## src/hw/rtl/kcc_pkg.sv

```systemverilog
// Shared types and constants for the key click classifier.
`default_nettype none
package kcc_pkg;

   localparam int COUNT_WIDTH = 8;
   localparam int REG_WIDTH   = 8;
   localparam int CMP_WIDTH   = (COUNT_WIDTH > REG_WIDTH) ? COUNT_WIDTH : REG_WIDTH;
   localparam int IDX_WIDTH   = 2;

   localparam logic [REG_WIDTH-1:0] DEBOUNCE_RESET = REG_WIDTH'(5);
   localparam logic [REG_WIDTH-1:0] LONG_RESET     = REG_WIDTH'(80);
   localparam logic [REG_WIDTH-1:0] WINDOW_RESET   = REG_WIDTH'(45);

   localparam logic [IDX_WIDTH-1:0] REG_DEBOUNCE = IDX_WIDTH'(0);
   localparam logic [IDX_WIDTH-1:0] REG_LONG     = IDX_WIDTH'(1);
   localparam logic [IDX_WIDTH-1:0] REG_WINDOW   = IDX_WIDTH'(2);

   localparam logic [COUNT_WIDTH-1:0] CNT_MAX = {COUNT_WIDTH{1'b1}};

   typedef enum logic [1:0] {
      ACT_NONE   = 2'd0,
      ACT_SINGLE = 2'd1,
      ACT_DOUBLE = 2'd2,
      ACT_LONG   = 2'd3
   } action_type;

   typedef enum logic [3:0] {
      PH_IDLE     = 4'b0001,
      PH_PRESSED  = 4'b0010,
      PH_RELEASED = 4'b0100,
      PH_WAITREL  = 4'b1000
   } phase_type;

   typedef struct packed {
      logic [REG_WIDTH-1:0] debounce_ticks;
      logic [REG_WIDTH-1:0] long_press_ticks;
      logic [REG_WIDTH-1:0] double_window_ticks;
   } cfg_type;

   function automatic logic [COUNT_WIDTH-1:0] sat_inc(input logic [COUNT_WIDTH-1:0] v);
      sat_inc = (v == CNT_MAX) ? v : v + COUNT_WIDTH'(1);
   endfunction

endpackage
`default_nettype wire

```

## src/hw/rtl/key_click_classifier_top.sv

```systemverilog
// Key click classifier: one action word per sampled key word.
// The action word is registered and appears on rsp_ in the cycle after the key word is accepted.
// Throughput: one word per cycle while the output is not stalled; the state update is combinational logic.
// The input is stalled only while the output register holds a word that is stalled.
// Synchronous reset returns to idle, clears counters and loads default thresholds.
`default_nettype none
module key_click_classifier_top (
   input  wire logic                          clock,
   input  wire logic                          reset,
   input  wire logic                          req_valid,
   output      logic                          req_stall,
   input  wire logic                          req_key_level,
   output      logic                          rsp_valid,
   input  wire logic                          rsp_stall,
   output      logic [1:0]                    rsp_action,
   input  wire logic                          csr_valid,
   output      logic                          csr_ready,
   input  wire logic [kcc_pkg::IDX_WIDTH-1:0] csr_index,
   input  wire logic [kcc_pkg::REG_WIDTH-1:0] csr_wdata
);
   import kcc_pkg::*;

   cfg_type    cfg;
   action_type action;
   logic       step;
   logic       rsp_valid_ff, rsp_valid_in;
   action_type rsp_action_ff;

   assign csr_ready = 1'b1;
   assign req_stall = rsp_valid_ff & rsp_stall;
   assign step      = req_valid & ~req_stall;

   kcc_csr u_csr (
      .clock     (clock),
      .reset     (reset),
      .csr_valid (csr_valid),
      .csr_index (csr_index),
      .csr_wdata (csr_wdata),
      .cfg       (cfg)
   );

   kcc_core u_core (
      .clock     (clock),
      .reset     (reset),
      .step      (step),
      .key_level (req_key_level),
      .cfg       (cfg),
      .action    (action)
   );

   assign rsp_valid_in = step | (rsp_valid_ff & rsp_stall);

   always_ff @(posedge clock) begin
      if (reset) begin
         rsp_valid_ff <= 1'b0;
      end else begin
         rsp_valid_ff <= rsp_valid_in;
      end
   end

   always_ff @(posedge clock) begin
      if (step) begin
         rsp_action_ff <= action;
      end
   end

   assign rsp_valid  = rsp_valid_ff;
   assign rsp_action = rsp_action_ff;

endmodule
`default_nettype wire

```

## src/hw/rtl/kcc_csr.sv

```systemverilog
// Threshold registers written through the csr port.
`default_nettype none
module kcc_csr (
   input  wire logic                         clock,
   input  wire logic                         reset,
   input  wire logic                         csr_valid,
   input  wire logic [kcc_pkg::IDX_WIDTH-1:0] csr_index,
   input  wire logic [kcc_pkg::REG_WIDTH-1:0] csr_wdata,
   output kcc_pkg::cfg_type                  cfg
);
   import kcc_pkg::*;

   cfg_type cfg_ff, cfg_in;

   always_comb begin
      cfg_in = cfg_ff;
      if (csr_valid) begin
         case (csr_index)
            REG_DEBOUNCE: cfg_in.debounce_ticks      = csr_wdata;
            REG_LONG:     cfg_in.long_press_ticks    = csr_wdata;
            REG_WINDOW:   cfg_in.double_window_ticks = csr_wdata;
            default:      cfg_in = cfg_ff;
         endcase
      end
   end

   always_ff @(posedge clock) begin
      if (reset) begin
         cfg_ff.debounce_ticks      <= DEBOUNCE_RESET;
         cfg_ff.long_press_ticks    <= LONG_RESET;
         cfg_ff.double_window_ticks <= WINDOW_RESET;
      end else begin
         cfg_ff <= cfg_in;
      end
   end

   assign cfg = cfg_ff;

endmodule
`default_nettype wire

```

## src/hw/rtl/kcc_core.sv

```systemverilog
// Press/release state machine: one step per accepted key word.
`default_nettype none
module kcc_core (
   input  wire logic         clock,
   input  wire logic         reset,
   input  wire logic         step,
   input  wire logic         key_level,
   input  wire kcc_pkg::cfg_type cfg,
   output kcc_pkg::action_type action
);
   import kcc_pkg::*;

   phase_type              phase_ff, phase_in;
   logic [COUNT_WIDTH-1:0] held_ff, held_in;
   logic [COUNT_WIDTH-1:0] gap_ff, gap_in;
   logic                   pending_ff, pending_in;
   logic [COUNT_WIDTH-1:0] held_inc, gap_inc;
   logic                   pressed;
   logic                   held_ge_long, held_ge_deb, gap_inc_ge_win, gap_lt_win;

   assign pressed  = ~key_level;
   assign held_inc = sat_inc(held_ff);
   assign gap_inc  = sat_inc(gap_ff);

   assign held_ge_long   = CMP_WIDTH'(held_inc) >= CMP_WIDTH'(cfg.long_press_ticks);
   assign held_ge_deb    = CMP_WIDTH'(held_ff)  >= CMP_WIDTH'(cfg.debounce_ticks);
   assign gap_inc_ge_win = CMP_WIDTH'(gap_inc)  >= CMP_WIDTH'(cfg.double_window_ticks);
   assign gap_lt_win     = CMP_WIDTH'(gap_ff)   <  CMP_WIDTH'(cfg.double_window_ticks);

   always_comb begin
      phase_in   = phase_ff;
      held_in    = held_ff;
      gap_in     = gap_ff;
      pending_in = pending_ff;
      action     = ACT_NONE;
      case (phase_ff)
         PH_IDLE: begin
            if (pressed) begin
               held_in  = '0;
               phase_in = PH_PRESSED;
            end
         end
         PH_PRESSED: begin
            if (pressed) begin
               held_in = held_inc;
               if (held_ge_long) begin
                  action     = ACT_LONG;
                  pending_in = 1'b0;
                  phase_in   = PH_WAITREL;
               end
            end else if (held_ge_deb) begin
               if (!pending_ff) begin
                  pending_in = 1'b1;
                  gap_in     = '0;
                  phase_in   = PH_RELEASED;
               end else begin
                  action     = ACT_DOUBLE;
                  pending_in = 1'b0;
                  phase_in   = PH_IDLE;
               end
            end else begin
               // bounce: drop it along with any pending click
               pending_in = 1'b0;
               phase_in   = PH_IDLE;
            end
         end
         PH_RELEASED: begin
            if (pressed) begin
               if (gap_lt_win) begin
                  action     = ACT_DOUBLE;
                  pending_in = 1'b0;
                  phase_in   = PH_IDLE;
               end else begin
                  if (pending_ff) begin
                     action     = ACT_SINGLE;
                     pending_in = 1'b0;
                  end
                  held_in  = '0;
                  phase_in = PH_PRESSED;
               end
            end else begin
               gap_in = gap_inc;
               if (gap_inc_ge_win) begin
                  if (pending_ff) begin
                     action     = ACT_SINGLE;
                     pending_in = 1'b0;
                  end
                  phase_in = PH_IDLE;
               end
            end
         end
         PH_WAITREL: begin
            if (!pressed) phase_in = PH_IDLE;
         end
         default: begin
            phase_in = PH_IDLE;
         end
      endcase
   end

   always_ff @(posedge clock) begin
      if (reset) begin
         phase_ff   <= PH_IDLE;
         held_ff    <= '0;
         gap_ff     <= '0;
         pending_ff <= 1'b0;
      end else if (step) begin
         phase_ff   <= phase_in;
         held_ff    <= held_in;
         gap_ff     <= gap_in;
         pending_ff <= pending_in;
      end
   end

endmodule
`default_nettype wire

```

## config.mk

```make
export PLATFORM = sky130hd
export DESIGN_NAME = key_click_classifier_top
export DESIGN_NICKNAME = d
export VERILOG_FILES = /design/src/hw/rtl/kcc_pkg.sv /design/src/hw/rtl/key_click_classifier_top.sv /design/src/hw/rtl/kcc_csr.sv /design/src/hw/rtl/kcc_core.sv
export SDC_FILE = /design/constraint.sdc
export NUM_CORES = 1
export LEC_CHECK = 0
export BUFFER_PORTS_ARGS = -buffer_cell sky130_fd_sc_hd__buf_4
export CAP_MARGIN = 25
export CORE_ASPECT_RATIO = 2
export CORE_UTILIZATION = 45
export DETAILED_ROUTE_END_ITERATION = 8
export PLACE_DENSITY = 0.74
export SKIP_CTS_REPAIR_TIMING = 1
export SYNTH_ARGS = -nofsm -noshare
export SYNTH_HDL_FRONTEND = slang
export SYNTH_SLANG_ARGS = --single-unit
```

## constraint.sdc

```tcl
create_clock -name clock -period 3.05 [get_ports clock]
set_clock_uncertainty 0.05 [all_clocks]
set_input_delay 0.7625 -clock clock [delete_from_list [all_inputs] [get_ports clock]]
set_output_delay 0.7625 -clock clock [all_outputs]
set_load 0.005 [all_outputs]
```

After elaboration in Yosys (flattened, before gate mapping)
Cells that the tools add are included.

storage, ports and cells
  word-level logic and storage cells = 86
  output and inout bits = 5
  bits in registers = 48

operators by class
  equality and inequality tests = 19
  order comparisons = 4
  reduce and logical (&&, ||, !) cells = 10
  add/sub/neg operators = 2
  mux-type cells = 38
  bitwise logic cells = 4

operators by type and width
  kind                                                   count
  two-way mux 8 bit                                      10
  greater-or-equal comparator 8 bit                      3
  two-way mux 4 bit                                      6
  case mux 8 bit (3 select lines)                        1
  adder 8 x 1 -> 8 bit, second input constant            2
  == test 8 bit, second input constant                   2
  inequality test 2 bit, second input constant           8
  case mux 4 bit (4 select lines)                        1
  case mux 8 bit (2 select lines)                        1
  two-way mux 2 bit                                      7
  AND reduction 6 bit                                    2
  < comparator 8 bit                                     1
  two-way mux 1 bit                                      8
  two-way mux 3 bit                                      2
  inequality test 3 x 2 -> 1 bit, second input constant  2
  AND reduction 2 bit                                    3
  AND reduction 5 bit                                    1
  == test 4 x 1 -> 1 bit, second input constant          1
  == test 4 x 2 -> 1 bit, second input constant          1
  == test 4 x 3 -> 1 bit, second input constant          1
  == test 4 bit, second input constant                   1
  case mux 2 bit (2 select lines)                        1
  AND reduction 4 bit                                    1
  nonzero test 3 bit                                     1
  other kinds (9)                                        10

Depth between registers and ports, before layout
  depth in word-level cells = 6
  gate-level depth with buffers = 14
  gate-level depth less buffers = 14

Cells and area by module
A second synthesis with hierarchy kept.

unflattened totals
  cell total of the unflattened synthesis = 400
  area total of the unflattened synthesis = 3403.3 µm²

modules (own cells, without submodules)
  module                    cells each  times used  area each (µm²)
  kcc_core                  294         1           2287.2
  kcc_csr                   97          1           998.5
  key_click_classifier_top  9           1           117.6

Least setup slack after synthesis
OpenSTA, ideal clock, no wires.

  path type = register to register
  from = register u_core.gap_ff[0]
  to = register u_core.phase_ff[1]
  setup time = 0.117 ns
  path buffers = 0
  arrival time = 2.818 ns
  required time = 2.883 ns
  stages on the path, launching flop included = 13
  setup slack = 0.064 ns
  cell sequence = dfxtp_1 > ha_1 > nand2_1 > nor2_1 > nand4_1 > xnor2_1 > ha_1 > nand2b_1 > a2111o_1 > a31oi_1 > a211oi_1 > o211a_1 > a32o_1

on the way
  cells in the longest elaborated chain, start to end = 5

ends and longest elaborated chain
  element                                                line             text
  from (decl)                                            kcc_core.sv:15   logic [COUNT_WIDTH-1:0] gap_ff, gap_in;
  from (signal assigned)                                 kcc_core.sv:110  gap_ff <= gap_in;
  adder 8 x 1 -> 8 bit or == test 8 bit (tied branches)  kcc_pkg.sv:41    sat_inc = (v == CNT_MAX) ? v : v + COUNT_WIDTH'(1);
  two-way mux 8 bit                                      kcc_pkg.sv:41
  greater-or-equal comparator 8 bit                      kcc_core.sv:27   assign gap_inc_ge_win = CMP_WIDTH'(gap_inc) >= CMP_WIDTH'(cfg.double_window_ticks);
  inequality test 3 x 2 -> 1 bit (no line)               n/a
  AND reduction 5 bit (no line)                          n/a
  to (signal assigned)                                   kcc_core.sv:108  phase_ff <= phase_in;
  to (decl)                                              kcc_core.sv:13   phase_type phase_ff, phase_in;

Parallel ways exist; a longest one is shown, timed or not.
A chain may end at the register's enable or synchronous reset.

Worst setup path after layout
  from = register u_core.held_ff[0]
  to = register rsp_action_ff[1] (netlist: rsp_action[1]) (data pin)

on the way
  cells in the longest elaborated chain, start to end = 6

ends and longest elaborated chain
  element                                                line                            text
  from (decl)                                            kcc_core.sv:14                  logic [COUNT_WIDTH-1:0] held_ff, held_in;
  from (signal assigned)                                 kcc_core.sv:109                 held_ff <= held_in;
  adder 8 x 1 -> 8 bit or == test 8 bit (tied branches)  kcc_pkg.sv:41
  two-way mux 8 bit                                      kcc_pkg.sv:41
  greater-or-equal comparator 8 bit                      kcc_core.sv:25                  assign held_ge_long = CMP_WIDTH'(held_inc) >= CMP_WIDTH'(cfg.long_press_ticks);
  two-way mux 2 bit                                      kcc_core.sv:46                  if (held_ge_long) begin
  two-way mux 2 bit *                                    kcc_core.sv:44                  if (pressed) begin
  case mux 2 bit (2 select lines) *                      kcc_core.sv:36                  case (phase_ff)
  via action[1]                                          key_click_classifier_top.sv:24  action_type action;
  to (signal assigned)                                   key_click_classifier_top.sv:63  rsp_action_ff <= action;
  to (decl)                                              key_click_classifier_top.sv:27  action_type rsp_action_ff;

Mark *: on every way through the listed nets, which the timed path passes. The rest lies on a longest branch.

==> flow_summary.json <==
{
  "outcome": "complete, no violations",
  "grt.overflow.total": 0,
  "antenna_found_initial": 0,
  "drv_slew": 0,
  "syn_nets": 452,
  "grt_usage": 0.2640,
  "synth_edf_count": 2,
  "routabilityCongestion": 0.9385,
  "drive_gt1_frac": 0.1574,
  "fin_tns_setup_ps": 0,
  "start_util": 0.4653,
  "synth_cells": 403,
  "fin_crit_sh": 0.9580,
  "pre_cts_slack_ps": 13.12,
  "utilization": 0.5445,
  "synth_cell_type_count": 55,
  "grtUsageMet1": 0.2680,
  "async_reset_ff_frac": 0,
  "vdd_ir_drop_max_mv": 0.4769,
  "route.vias.total": 3029,
  "drt_iter0_drc": 166,
  "ios": 21,
  "cts_buffers": 5,
  "drc": 0,
  "synthTopCellsByArea": "dfxtp_1 29%, ha_1 13%, nand2_1 4.9%",
  "placementRows": 43,
  "die_h_um": 121.3,
  "synth.top_cell.area_share": 0.2874,
  "end_kind": "register",
  "grt_pass1_wl_um": 14350,
  "port_buffers": 19,
  "clock_path_buffers": 2,
  "cts-htree-levels": 2,
  "grt.met2_usage": 0.4832,
  "multi_input_area_mm2": 0.002085,
  "fillCellCount": 701,
  "grt_pass1_vias": 2984,
  "power_density_mw_per_mm2": 377.1,
  "p_leak_nw": 1.603,
  "final_common_cell": "dfxtp_1",
  "synthToLayoutAreaGrowth_pct": 17.02,
  "busiest_layer": "met2",
  "timing.slew.headroom": 0.5941,
  "insertedDiodeCount": 0,
  "ys_seq_area_frac": 0.3061,
  "die_w_um": 61.67,
  "path_max_fanout": 6,
  "hold_viol": 0,
  "core-area_mm2": 0.006887,
  "cts_tree": "built",
  "cts_root_buf": "clkbuf_16",
  "avgViaCountPerCell": 5.803,
  "drt-wirelength-per-cell_um": 16.58,
  "synth_seq_cells": 48,
  "setup_violations": 0,
  "layout_setup_ws_ps": 128.1,
  "clkTransAtPathRegs_ps": 70,
  "critPathLaunchType": "register",
  "hold_class": "reg -> reg",
  "synth_area_mm2": 0.003204,
  "critPathRequiredTime_ps": 3040,
  "avgSynthCellArea_um2": 7.951,
  "yosysTopAreaCell": "dfxtp_1",
  "ant_nets": 0,
  "regArea_um2": 987.2,
  "clock.fmax_ghz": 0.3422,
  "drtPass1Iterations": 4,
  "clock-sinks": 48,
  "wirelength_um": 8657,
  "insertion_delay_ps": 290,
  "cap_violations": 0,
  "holdWs_ps": 432.5,
  "final_nets": 480,
  "synth_warnings": 0,
  "ys.flop_type": "dfxtp_1",
  "placed_cell_area_mm2": 0.003533,
  "final_design_area_no_fill_mm2": 0.003750,
  "final_cell_mix": "41 x dfxtp_1, 40 x nand2_1, 40 x buf_4",
  "period_needed_ps": 2922,
  "hpwlAfterDp_um": 6657,
  "arrival_ps": 2910,
  "die_area_mm2": 0.007483,
  "tightest_slew_ps": 608.9,
  "grt_max_degree": 40,
  "use_met3": 0.04371,
  "critPathKind": "reg -> reg"
}
==> routing by layer <==
metal / wire length [µm] / part of all wire
met5: 0 / 0
met2: 4970 / 0.57
met3: 315 / 0.036
met4: 338 / 0.039
met1: 3032 / 0.35
==> Yosys cell counts (8+ instances only) <==
| master | count |
|---|---|
| a21oi_1 | 30 |
| clkbuf_1 | 12 |
| dfxtp_1 | 46 |
| ha_1 | 33 |
| inv_1 | 30 |
| mux2i_1 | 12 |
| nand2_1 | 42 |
| nand2b_1 | 8 |
| nand3_1 | 21 |
| nor2_1 | 35 |
| nor3_1 | 8 |
| o21a_1 | 10 |
| o21ai_0 | 24 |
==> stage by stage <==
| step | power (mW) | cells |
|---|---|---|
| after global placement | 0.8361 | 514 |
| after global routing | 1.474 | 522 |
| after CTS | 1.421 | 522 |
| after detailed placement | 0.8415 | 514 |
| after floorplan | 0.7878 | 403 |
| final | 1.414 | 522 |
==> kinds of logic after synthesis <==
group           share of synthesized area
simple gates                       0.2269
compound gates                     0.2202
buf+inv                           0.06130
flops                              0.3061
fa+ha+maj                          0.1289
mux                               0.04451
xor+xnor                          0.01093
other cells                      0.001170
==> flip-flops by register name, indices dropped and copies added (netlist names) <==
register / flops
u_csr.cfg: 24
u_core.gap_ff: 8
u_core.held_ff: 8
u_core.phase_ff: 4
rsp_action: 2
rsp_valid: 1
u_core.pending_ff: 1
==> worst max-delay path, cell delays in order, from the launching register on <==
cell and delay, ps:
dfxtp_2 360, ha_1 170, and3_1 200, nand2_1 120
or2_4 310, nand3_1 100, o21a_1 130, ha_1 220
o211a_1 210, a211oi_1 210, a211o_1 210, nand2_1 100
a2bb2oi_1 180, a21oi_1 100
==> path summary, 6_finish.rpt <==
kind / start / to / slack, ps / cells after the start
worst max-delay path: u_core.held_ff[0] / rsp_action[1] / 130 / 13
worst min-delay path: u_core.held_ff[0] / u_core.held_ff[0] / 430 / 1
worst max register to register: u_core.held_ff[0] / rsp_action[1] / 130 / 13
worst min register to register: u_core.held_ff[0] / u_core.held_ff[0] / 430 / 1
==> report_power, final <==
part,switching (mW),internal [mW]
registers,0.0187,0.649
clock network,0.251,0.328
logic,0.0979,0.0699
total,0.367,1.05
==> layout make-up <==
type                    count  share of cell area
clock buffers               6             0.03704
clock inverters             2            0.003670
inverters                  30             0.03003
multi-input cells         306              0.5559
flip-flops and latches     48              0.2633
well taps                  90             0.03003
repair buffers             40             0.08008
(Power assumes the default switching activity.)
